[config.mk]
export PLATFORM = sky130hd
export DESIGN_NAME = iir_direct_form_one_filter_core
export DESIGN_NICKNAME = d
export VERILOG_FILES = /design/src/rtl/iirdf1_pkg.sv /design/src/rtl/iirdf1_regs.sv /design/src/rtl/iirdf1_mac.sv /design/src/rtl/iir_direct_form_one_filter_core.sv
export SDC_FILE = /design/constraint.sdc
export NUM_CORES = 2
export LEC_CHECK = 0
export BUFFER_PORTS_ARGS = -buffer_cell sky130_fd_sc_hd__buf_4
export CAP_MARGIN = 5
export CORE_MARGIN = 2
export CORE_UTILIZATION = 45
export CTS_CLUSTER_SIZE = 12
export DETAILED_ROUTE_END_ITERATION = 12
export GPL_TIMING_DRIVEN = 0
export HOLD_SLACK_MARGIN = 0.1
export SLEW_MARGIN = 25
export SYNTH_ARGS = -nofsm -noshare
export SYNTH_HDL_FRONTEND = slang
export SYNTH_SLANG_ARGS = --single-unit
[constraint.sdc]
create_clock -name clk -period 7.3 [get_ports clk]
set_input_delay 1.46 -clock clk [delete_from_list [all_inputs] [get_ports clk]]
set_output_delay 1.46 -clock clk [all_outputs]
set_load 0.01 [all_outputs]
[src/rtl/iirdf1_pkg.sv]
package iirdf1_pkg;

  localparam int TAPS       = 4;
  localparam int NCOEF      = 2 * TAPS - 1;
  localparam int SAMPLE_W   = 16;
  localparam int COEF_W     = 24;
  localparam int FRAC_SHIFT = 20;
  localparam int PROD_W     = SAMPLE_W + COEF_W;
  localparam int ACC_W      = PROD_W + $clog2(NCOEF) + 1;
  localparam int CNT_W      = $clog2(NCOEF + 1);
  localparam int IDX_W      = $clog2(NCOEF);
  localparam int XI_W       = $clog2(TAPS);
  localparam int YI_W       = (TAPS > 2) ? $clog2(TAPS - 1) : 1;
  localparam int ADDR_W     = $clog2(4 * NCOEF);
  localparam int DATA_W     = 32;

  typedef logic signed [COEF_W-1:0]   coef_t;
  typedef logic signed [SAMPLE_W-1:0] sample_t;
  typedef logic signed [ACC_W-1:0]    acc_t;

  typedef struct packed {
    logic clr;
    logic issue;
    logic sub;
  } mac_ctl_t;

endpackage

[src/rtl/iirdf1_regs.sv]
module iirdf1_regs (
  input  logic                           clk,
  input  logic                           rst_n,
  input  logic                           cfg_psel,
  input  logic                           cfg_penable,
  input  logic                           cfg_pwrite,
  input  logic [iirdf1_pkg::ADDR_W-1:0]  cfg_paddr,
  input  logic [iirdf1_pkg::DATA_W-1:0]  cfg_pwdata,
  output logic [iirdf1_pkg::DATA_W-1:0]  cfg_prdata,
  output logic                           cfg_pready,
  input  logic [iirdf1_pkg::CNT_W-1:0]   rd_idx,
  output iirdf1_pkg::coef_t              rd_coef
);
  import iirdf1_pkg::*;

  coef_t             coef_r [NCOEF];
  logic [IDX_W-1:0]  wr_idx;
  logic              wr_en;

  assign cfg_pready = 1'b1;
  assign wr_idx     = cfg_paddr[ADDR_W-1:2];
  assign wr_en      = cfg_psel & cfg_penable & cfg_pwrite & cfg_pready;

  always_ff @(posedge clk) begin
    if (!rst_n) begin
      for (int i = 0; i < NCOEF; i++) coef_r[i] <= '0;
    end else if (wr_en && (wr_idx < IDX_W'(NCOEF))) begin
      coef_r[wr_idx] <= coef_t'(cfg_pwdata[COEF_W-1:0]);
    end
  end

  always_comb begin
    if (wr_idx < IDX_W'(NCOEF)) begin
      cfg_prdata = {{(DATA_W-COEF_W){coef_r[wr_idx][COEF_W-1]}}, coef_r[wr_idx]};
    end else begin
      cfg_prdata = '0;
    end
  end

  // coefficient feeding the shared multiplier
  always_comb begin
    if (rd_idx < CNT_W'(NCOEF)) begin
      rd_coef = coef_r[rd_idx[IDX_W-1:0]];
    end else begin
      rd_coef = '0;
    end
  end

endmodule

[src/rtl/iirdf1_mac.sv]
module iirdf1_mac (
  input  logic                  clk,
  input  logic                  rst_n,
  input  iirdf1_pkg::mac_ctl_t  ctl,
  input  iirdf1_pkg::coef_t     coef,
  input  iirdf1_pkg::sample_t   data,
  output iirdf1_pkg::acc_t      acc
);
  import iirdf1_pkg::*;

  logic signed [PROD_W-1:0] prod;
  logic signed [PROD_W-1:0] prod_r;
  logic                     pv_r;
  logic                     sub_r;
  acc_t                     acc_r;
  acc_t                     prod_ext;

  assign prod     = PROD_W'(coef) * PROD_W'(data);
  assign prod_ext = ACC_W'(prod_r);
  assign acc      = acc_r;

  always_ff @(posedge clk) begin
    if (!rst_n) begin
      pv_r <= 1'b0;
    end else begin
      pv_r <= ctl.issue;
    end
  end

  always_ff @(posedge clk) begin
    prod_r <= prod;
    sub_r  <= ctl.sub;
  end

  // accumulate one registered product per cycle; feedback terms subtract
  always_ff @(posedge clk) begin
    if (ctl.clr) begin
      acc_r <= '0;
    end else if (pv_r) begin
      acc_r <= sub_r ? (acc_r - prod_ext) : (acc_r + prod_ext);
    end
  end

endmodule

[src/rtl/iir_direct_form_one_filter_core.sv]
// Direct form I IIR filter, order three, one shared 24x16 multiply-accumulate.
// A new input beat is taken only in idle: the block issues the seven taps, drains the
// product register, rounds and saturates, then returns to idle; a finished result
// that waits on out_ready holds it in the round/saturate state. Reset (rst_n low,
// synchronous) clears coefficients and both histories to zero and empties the
// output register.
module iir_direct_form_one_filter_core (
  input  logic                           clk,
  input  logic                           rst_n,
  input  logic                           in_valid,
  output logic                           in_ready,
  input  logic signed [15:0]             in_sample_in,
  output logic                           out_valid,
  input  logic                           out_ready,
  output logic signed [15:0]             out_filtered,
  output logic                           out_clipped,
  input  logic                           cfg_psel,
  input  logic                           cfg_penable,
  input  logic                           cfg_pwrite,
  input  logic [iirdf1_pkg::ADDR_W-1:0]  cfg_paddr,
  input  logic [iirdf1_pkg::DATA_W-1:0]  cfg_pwdata,
  output logic [iirdf1_pkg::DATA_W-1:0]  cfg_prdata,
  output logic                           cfg_pready
);
  import iirdf1_pkg::*;

  typedef enum logic [2:0] {
    S_IDLE = 3'b001,
    S_MAC  = 3'b010,
    S_FIN  = 3'b100
  } state_t;

  localparam sample_t SAT_MAX = {1'b0, {(SAMPLE_W-1){1'b1}}};
  localparam sample_t SAT_MIN = {1'b1, {(SAMPLE_W-1){1'b0}}};
  localparam acc_t    RND     = ACC_W'(1) << (FRAC_SHIFT - 1);

  state_t            state_r, state_nxt;
  logic [CNT_W-1:0]  cnt_r, cnt_nxt;
  sample_t           xh_r [TAPS];
  sample_t           yh_r [TAPS-1];
  sample_t           out_filtered_r;
  logic              out_clipped_r;
  logic              out_valid_r;

  mac_ctl_t          ctl;
  coef_t             mac_coef;
  sample_t           mac_data;
  acc_t              acc;
  acc_t              rnd;
  acc_t              shifted;
  logic [ACC_W-SAMPLE_W:0] hi;
  logic              clip;
  sample_t           y_sat;
  logic              accept;
  logic              fin_load;

  assign in_ready     = (state_r == S_IDLE);
  assign accept       = in_valid & in_ready;
  assign fin_load     = (state_r == S_FIN) && (!out_valid_r || out_ready);
  assign out_valid    = out_valid_r;
  assign out_filtered = out_filtered_r;
  assign out_clipped  = out_clipped_r;

  iirdf1_regs u_regs (
    .clk         (clk),
    .rst_n       (rst_n),
    .cfg_psel    (cfg_psel),
    .cfg_penable (cfg_penable),
    .cfg_pwrite  (cfg_pwrite),
    .cfg_paddr   (cfg_paddr),
    .cfg_pwdata  (cfg_pwdata),
    .cfg_prdata  (cfg_prdata),
    .cfg_pready  (cfg_pready),
    .rd_idx      (cnt_r),
    .rd_coef     (mac_coef)
  );

  iirdf1_mac u_mac (
    .clk   (clk),
    .rst_n (rst_n),
    .ctl   (ctl),
    .coef  (mac_coef),
    .data  (mac_data),
    .acc   (acc)
  );

  // tap order: inputs newest first, then previous outputs
  always_comb begin
    if (cnt_r < CNT_W'(TAPS)) begin
      mac_data = xh_r[cnt_r[XI_W-1:0]];
    end else if (cnt_r < CNT_W'(NCOEF)) begin
      mac_data = yh_r[YI_W'(cnt_r - CNT_W'(TAPS))];
    end else begin
      mac_data = '0;
    end
  end

  always_comb begin
    state_nxt = state_r;
    cnt_nxt   = cnt_r;
    ctl       = '0;
    case (state_r)
      S_IDLE: begin
        if (accept) begin
          ctl.clr   = 1'b1;
          cnt_nxt   = '0;
          state_nxt = S_MAC;
        end
      end
      S_MAC: begin
        ctl.issue = (cnt_r < CNT_W'(NCOEF));
        ctl.sub   = (cnt_r >= CNT_W'(TAPS));
        cnt_nxt   = cnt_r + 1'b1;
        // last cycle only drains the product register
        if (cnt_r == CNT_W'(NCOEF)) begin
          state_nxt = S_FIN;
        end
      end
      S_FIN: begin
        if (fin_load) begin
          state_nxt = S_IDLE;
        end
      end
      default: begin
        state_nxt = S_IDLE;
      end
    endcase
  end

  // round half up, then saturate to 16 bits
  assign rnd     = acc + RND;
  assign shifted = rnd >>> FRAC_SHIFT;
  assign hi      = shifted[ACC_W-1:SAMPLE_W-1];
  assign clip    = !((&hi) || (~|hi));
  assign y_sat   = clip ? (shifted[ACC_W-1] ? SAT_MIN : SAT_MAX)
                        : shifted[SAMPLE_W-1:0];

  always_ff @(posedge clk) begin
    if (!rst_n) begin
      state_r     <= S_IDLE;
      cnt_r       <= '0;
      out_valid_r <= 1'b0;
      for (int i = 0; i < TAPS; i++) xh_r[i] <= '0;
      for (int i = 0; i < TAPS - 1; i++) yh_r[i] <= '0;
    end else begin
      state_r <= state_nxt;
      cnt_r   <= cnt_nxt;
      if (accept) begin
        for (int i = TAPS - 1; i > 0; i--) xh_r[i] <= xh_r[i-1];
        xh_r[0] <= in_sample_in;
      end
      if (fin_load) begin
        for (int i = TAPS - 2; i > 0; i--) yh_r[i] <= yh_r[i-1];
        yh_r[0]     <= y_sat;
        out_valid_r <= 1'b1;
      end else if (out_ready) begin
        out_valid_r <= 1'b0;
      end
    end
  end

  always_ff @(posedge clk) begin
    if (fin_load) begin
      out_filtered_r <= y_sat;
      out_clipped_r  <= clip;
    end
  end

endmodule

**Yosys cells after proc, flatten, opt, wreduce, memory -nomap -nowiden**

Memory sizes are Yosys's and may differ from the RTL's. A register that Yosys moved wholly into a read port is not among the register bits.
Cells that the tools add are included.

- Flip-flop bits (word level): 110
- Bits in latches: 0
- Memory bits (writable): 280
- Bits in read-only memories: 0
- Bits of input ports: 60
- Output and inout bits: 52
- Word-level logic and storage cells: 94
- Memories: 3

Memories:

| memory | depth | bits a word | read ports | clocked after Yosys merged registers in | wr ports | line | RTL |
|---|---|---|---|---|---|---|---|
| u_regs.coef_r | 7 | 24 | 2 | 1 | 7 | iirdf1_regs.sv:16 | `coef_t coef_r [NCOEF];` |
| xh_r | 4 | 16 | 4 | 1 | 4 | iir_direct_form_one_filter_core.sv:39 | `sample_t xh_r [TAPS];` |
| yh_r | 3 | 16 | 3 | 0 | 3 | iir_direct_form_one_filter_core.sv:40 | `sample_t yh_r [TAPS-1];` |

- Add/sub/neg operators: 5
- Multiply operators: 1
- Div/mod/pow operators: 0
- Order comparisons: 4
- Equal/unequal tests: 7
- Shift operators: 0
- Multiplexer cells: 40
- Bitwise logic cells: 10
- Reductions and logical operators: 15

Operators by type and width:

| operator | number |
|---|---|
| 2-to-1 mux 16 bit | 11 |
| 2-to-1 mux 24 bit | 2 |
| adder 44 x 21 -> 44 bit (second input constant) | 1 |
| adder 44 x 40 -> 44 bit | 1 |
| 2-to-1 mux 44 bit | 1 |
| subtractor 44 x 40 -> 44 bit | 1 |
| multiplier 24 x 16 -> 40 bit | 1 |
| 2-to-1 mux 32 bit | 1 |
| OR reduction 24 bit | 1 |
| 2-to-1 mux 3 bit | 7 |
| 2-to-1 mux 1 bit | 14 |
| < comparator 3 bit (second input constant) | 3 |
| case mux 3 bit (3 select lines) | 1 |
| AND reduction 9 bit | 1 |
| OR reduction 9 bit | 1 |
| OR 1 bit | 7 |
| equality test 3 bit (second input constant) | 2 |
| case mux 3 bit (2 select lines) | 1 |
| 2-to-1 mux 2 bit | 2 |
| != test 2 bit (second input constant) | 2 |
| AND reduction 2 bit | 2 |
| nonzero test 2 bit | 2 |
| adder 3 x 1 -> 3 bit (second input constant) | 1 |
| bitwise AND 1 bit | 3 |
| other kinds (9) | 13 |

**Depth between registers and ports, before layout**

- Depth after elaboration: 8
- Depth in mapped cells: 35

**Hierarchy**

A second synthesis with hierarchy kept.

- Cell total of the unflattened synthesis: 3596
- Area total of the unflattened synthesis: 36490.0 um2

By module, submodules not included:

| module | instances | cells each | area an instance (um2) | seq. area each (um2) |
|---|---|---|---|---|
| iirdf1_mac | 1 | 2244 | 19358.6 | 1721.7 |
| iirdf1_regs | 1 | 814 | 10308.6 | 5525.3 |
| iir_direct_form_one_filter_core | 1 | 538 | 6822.8 | 4053.9 |

**Least setup slack after synthesis**

OpenSTA, ideal clock, no wires.

- Path kind: flip-flop to flip-flop
- Start point: register (tool-made name)
- End point: register u_mac.prod_r[39]
- Library setup time: 0.072 ns
- Arrival: 7.797 ns
- Data required time: 7.228 ns
- Setup slack: -0.569 ns
- Stages on the path, launching flop included: 33
- Path buffers: 5
- Clock period less this slack: 7.869 ns
- Cells stage by stage: dfxtp_1 > buf_2 > buf_2 > buf_2 > buf_2 > mux2i_1 > nor2_1 > a21oi_1 > nor2_1 > a21oi_1 > clkbuf_1 > nor2_1 > fa_1 > inv_1 > fa_1 > fa_1 > fa_1 > inv_1 > fa_1 > inv_1 > fa_1 > inv_1 > ha_1 > and3_1 > a31oi_1 > a21oi_1 > o311ai_1 > a21oi_1 > o41ai_2 > o211ai_1 > a31o_2 > a21oi_1 > xnor2_1

RTL lines:

| element | line | RTL |
|---|---|---|
| end signal: assignment | iirdf1_mac.sv:31 | `prod_r <= prod;` |
| end: declaration | iirdf1_mac.sv:12 | `logic signed [PROD_W-1:0] prod_r;` |

==> results_dict.tcl <==
set metrics [dict create \
    outcome "complete, but fails checks" \
    violations "setup timing" \
    synthDistinctLibCells 83 \
    netlist_top_cells_area "edfxtp_1 (25%), fa_1 (21%), dfxtp_1 (6.8%)" \
    htree_levels 2 \
    holdPathStages 2 \
    min_to "u_mac.acc[0]" \
    synth_edf_count 297 \
    yosys.area.top_type "edfxtp_1" \
    hold_buffers 0 \
    post-route-period-util_pct 106 \
    ys.flop_type "edfxtp_1" \
    intPower_mw 12.6 \
    critPathSlowestCell "fa_2" \
    antenna_found_initial 0 \
    ios 112 \
    die_area_sq_um 80900 \
    synth_xor_area_share_pct 3.34 \
    worst_setup_path_end_kind "register" \
    yosys_warnings 0 \
    finalWorstSetupSlack_ns -0.429 \
    place.gp.congestion 0.945 \
    skew_ns 0.0547 \
    wl_per_cell_um 22.0 \
    row_count 102 \
    cpPeakStageDelay_ns 0.59 \
    drtPass1Iterations 5 \
    hold_viol 0 \
    grt_overflow 0 \
    cp_data_arrival_time_ns 8.27 \
    seqPwrFrac_pct 13.6 \
    seq_area_frac_synth_pct 32.0 \
    r2r_end "u_mac.prod_r[39]" \
    cts_tree "done" \
    coreArea_sq_um 77700 \
    sw_frac_of_total_pct 45.6 \
    ant_nets 0 \
    synth_top_area_share_pct 25.2 \
    start_kind "register" \
    drc 0 \
    grt_pass1_wl_um 162000 \
    via_per_inst 5.53 \
    final_max_slew_viol_count 0 \
    fin_crit_ns 7.73 \
    die_h_um 284 \
    crit_top_cell "fa_1" \
    hpwlAfterDp_um 79500 \
    r2r_slack_ns -0.43 \
    die_w_um 284 \
    peakVddDrop_uv 794 \
    crit_type "register to register" \
    utilization_pct 55.0 \
    clk_pin_slew_ns 0.06 \
    ys_ff_latch 417 \
    hold_start "u_mac.acc[0]" \
    relSlewSlack_pct 30.1 \
    drive_gt1_share_pct 19.9 \
    grt_max_degree 49 \
    worstPathMaxFanout 8 \
    grt_setup_unrepaired "yes" \
    fin_nets 4386 \
    vias 27029 \
    ys_async_sr_fraction_pct 0 \
    hp-class "register to register" \
    p_leak_nw 18.4 \
    drv_cap 0 \
    rr_worst_depth 26 \
    syn-cell-area_sq_um 35400 \
    p_switching_mw 10.5 \
    clockBufferDepth 3 \
    clkPwrFrac_pct 11.1 \
    clock_sinks 417 \
    p_per_area_nw_per_um2 542 \
    clkLatencyLatePin_ns 0.63 \
    netlist_instances 3489 \
    portBuffers 98 \
    wl_um 108000 \
    synth-compound-area-share_pct 7.29 \
    numCtsBuffers 49 \
    grt_pass1_vias 27136 \
    combPwrFrac_pct 75.2 \
    synth_top_family_by_area "adder cells" \
    synthAdderAreaFrac_pct 26.4 \
    fmax_mhz 129 \
    start_util_pct 45.5 \
    place_ws_ns -2.46 \
    synthMuxAreaShare_pct 9.16 \
    synthSimpleGateAreaFrac_pct 14.3 \
    drt_iter0_markers 2271 \
    root_buffer "clkbuf_16" \
    tightest_slew_ns 1.05 \
    area_delta_synth_final_pct 20.7 \
    crit_required_ns 7.84 \
    setup_violations 10 \
    grt.total_usage_pct 26.4 \
    avgSynthCellArea_sq_um 10.1 \
]
logic make-up after synthesis:
kind of cell             count (synthesis)
flip-flops                             417
buffers and inverters                  692
adder cells (fa/ha/maj)                521
XOR/XNOR                               135
other                                    2
multiplexers                           208
AO/OA/AOI/OAI                          410
AND/OR/NAND/NOR                       1104
registers in the layout, indices dropped and copies added (netlist names), named ones only:
| register | cells |
|---|---|
| cnt_r | 3 |
| out_clipped | 1 |
| out_filtered | 16 |
| out_valid | 1 |
| state_r | 3 |
| u_mac.acc | 44 |
| u_mac.prod_r | 40 |
| u_mac.pv_r | 1 |
| u_mac.sub_r | 1 |
| u_regs.coef_r | 192 |
| xh_r | 64 |
| yh_r | 48 |
power by group through the flow:
| stage | combinational [mW] | sequential (mW) | clock, mW |
|---|---|---|---|
| after floorplan | 9.47 | 3.15 | 0 |
| after global placement | 12.6 | 3.20 | 0 |
| after detailed placement | 12.7 | 3.21 | 0 |
| after CTS | 16.2 | 3.16 | 2.61 |
| after global routing | 19.0 | 3.18 | 2.71 |
| final | 17.4 | 3.16 | 2.58 |
per-stage QoR:
step	TNS [ns]	power [mW]	hold WS [ns]	cell area, sq um	std cells
3_3_place_gp	-48.66	15.8	0.467	37700	4650
5_1_grt	-3.82	24.9	0.507	42700	4885
2_1_floorplan	0	12.6	0.453	35700	3512
6_report	-1.84	23.1	0.484	42700	4886
4_1_cts	-0.945	22.0	0.481	42400	4858
3_5_place_dp	-40.90	15.9	0.475	37800	4656
final cells by class:
cell class | instances | area, sq um
clock inverters | 24 | 323
inverters | 497 | 1870
flip-flops and latches | 417 | 11300
plain buffers | 179 | 1400
repair buffers | 258 | 2420
multi-input cells | 2403 | 22700
clock buffers | 67 | 1370
fillers | 6789 | 35000
diodes | 1 | 2.50
well taps | 1040 | 1300
synthesized netlist by cell type (all sizes together), types with 51 or more instances:
master,instances
clkbuf,144
buf,51
edfxtp,297
mux2i,83
mux4,88
fa,375
nor2,367
ha,146
xnor2,105
a21oi,131
dfxtp,120
nor3,64
o21ai,92
and2,84
inv,496
nand2,353
and3,111
routing by layer:
metal | up-vias | track usage, % | wire [um]
met5 | - | 0 | 0
met4 | 0 | 10.4 | 4710
met3 | 240 | 5.71 | 8790
met2 | 1095 | 42.6 | 50200
met1 | 13524 | 34.8 | 44000
li1 | 12170 | - | -
timing repair:
action,in CTS,in global routing
pin swaps,118,51
setup endpoints to repair,30,16
gates cloned,6,0
resized for setup,387,58
setup buffers,118,32
worst max-delay path by stage:
stage,startpoint,endpoint
3_3_place_gp,register,u_mac.prod_r[39]
6_report,register,u_mac.prod_r[39]
2_1_floorplan,register,u_mac.prod_r[39]
3_5_place_dp,register,u_mac.prod_r[39]
4_1_cts,register,u_mac.prod_r[39]
5_1_grt,register,u_mac.prod_r[39]
critical path: cells and delay by family (launching register included):
family / cells / cell delay, ns
compound gates: 7 / 1.77
xor+xnor: 1 / 0.16
mux: 2 / 0.84
simple gates: 3 / 0.58
flops: 1 / 0.37
buf+inv: 6 / 0.53
fa+ha+maj: 7 / 3.36
layout by cell type (no fill, tap or decap), types with 56 or more instances in the layout:
cell type,netlist,routed
and3_1,111,107
mux4_2,88,88
nor2_1,367,347
nand2_1,353,320
xnor2_1,105,100
and2_1,81,74
inv_1,496,473
o21ai_0,79,72
fa_1,375,361
ha_1,146,128
clkbuf_1,143,95
edfxtp_1,297,297
dfxtp_1,120,118
a21oi_1,130,103
clkbuf_16,0,56
mux2i_1,82,72
buf_4,11,224
Power figures use the tool's default switching activity.
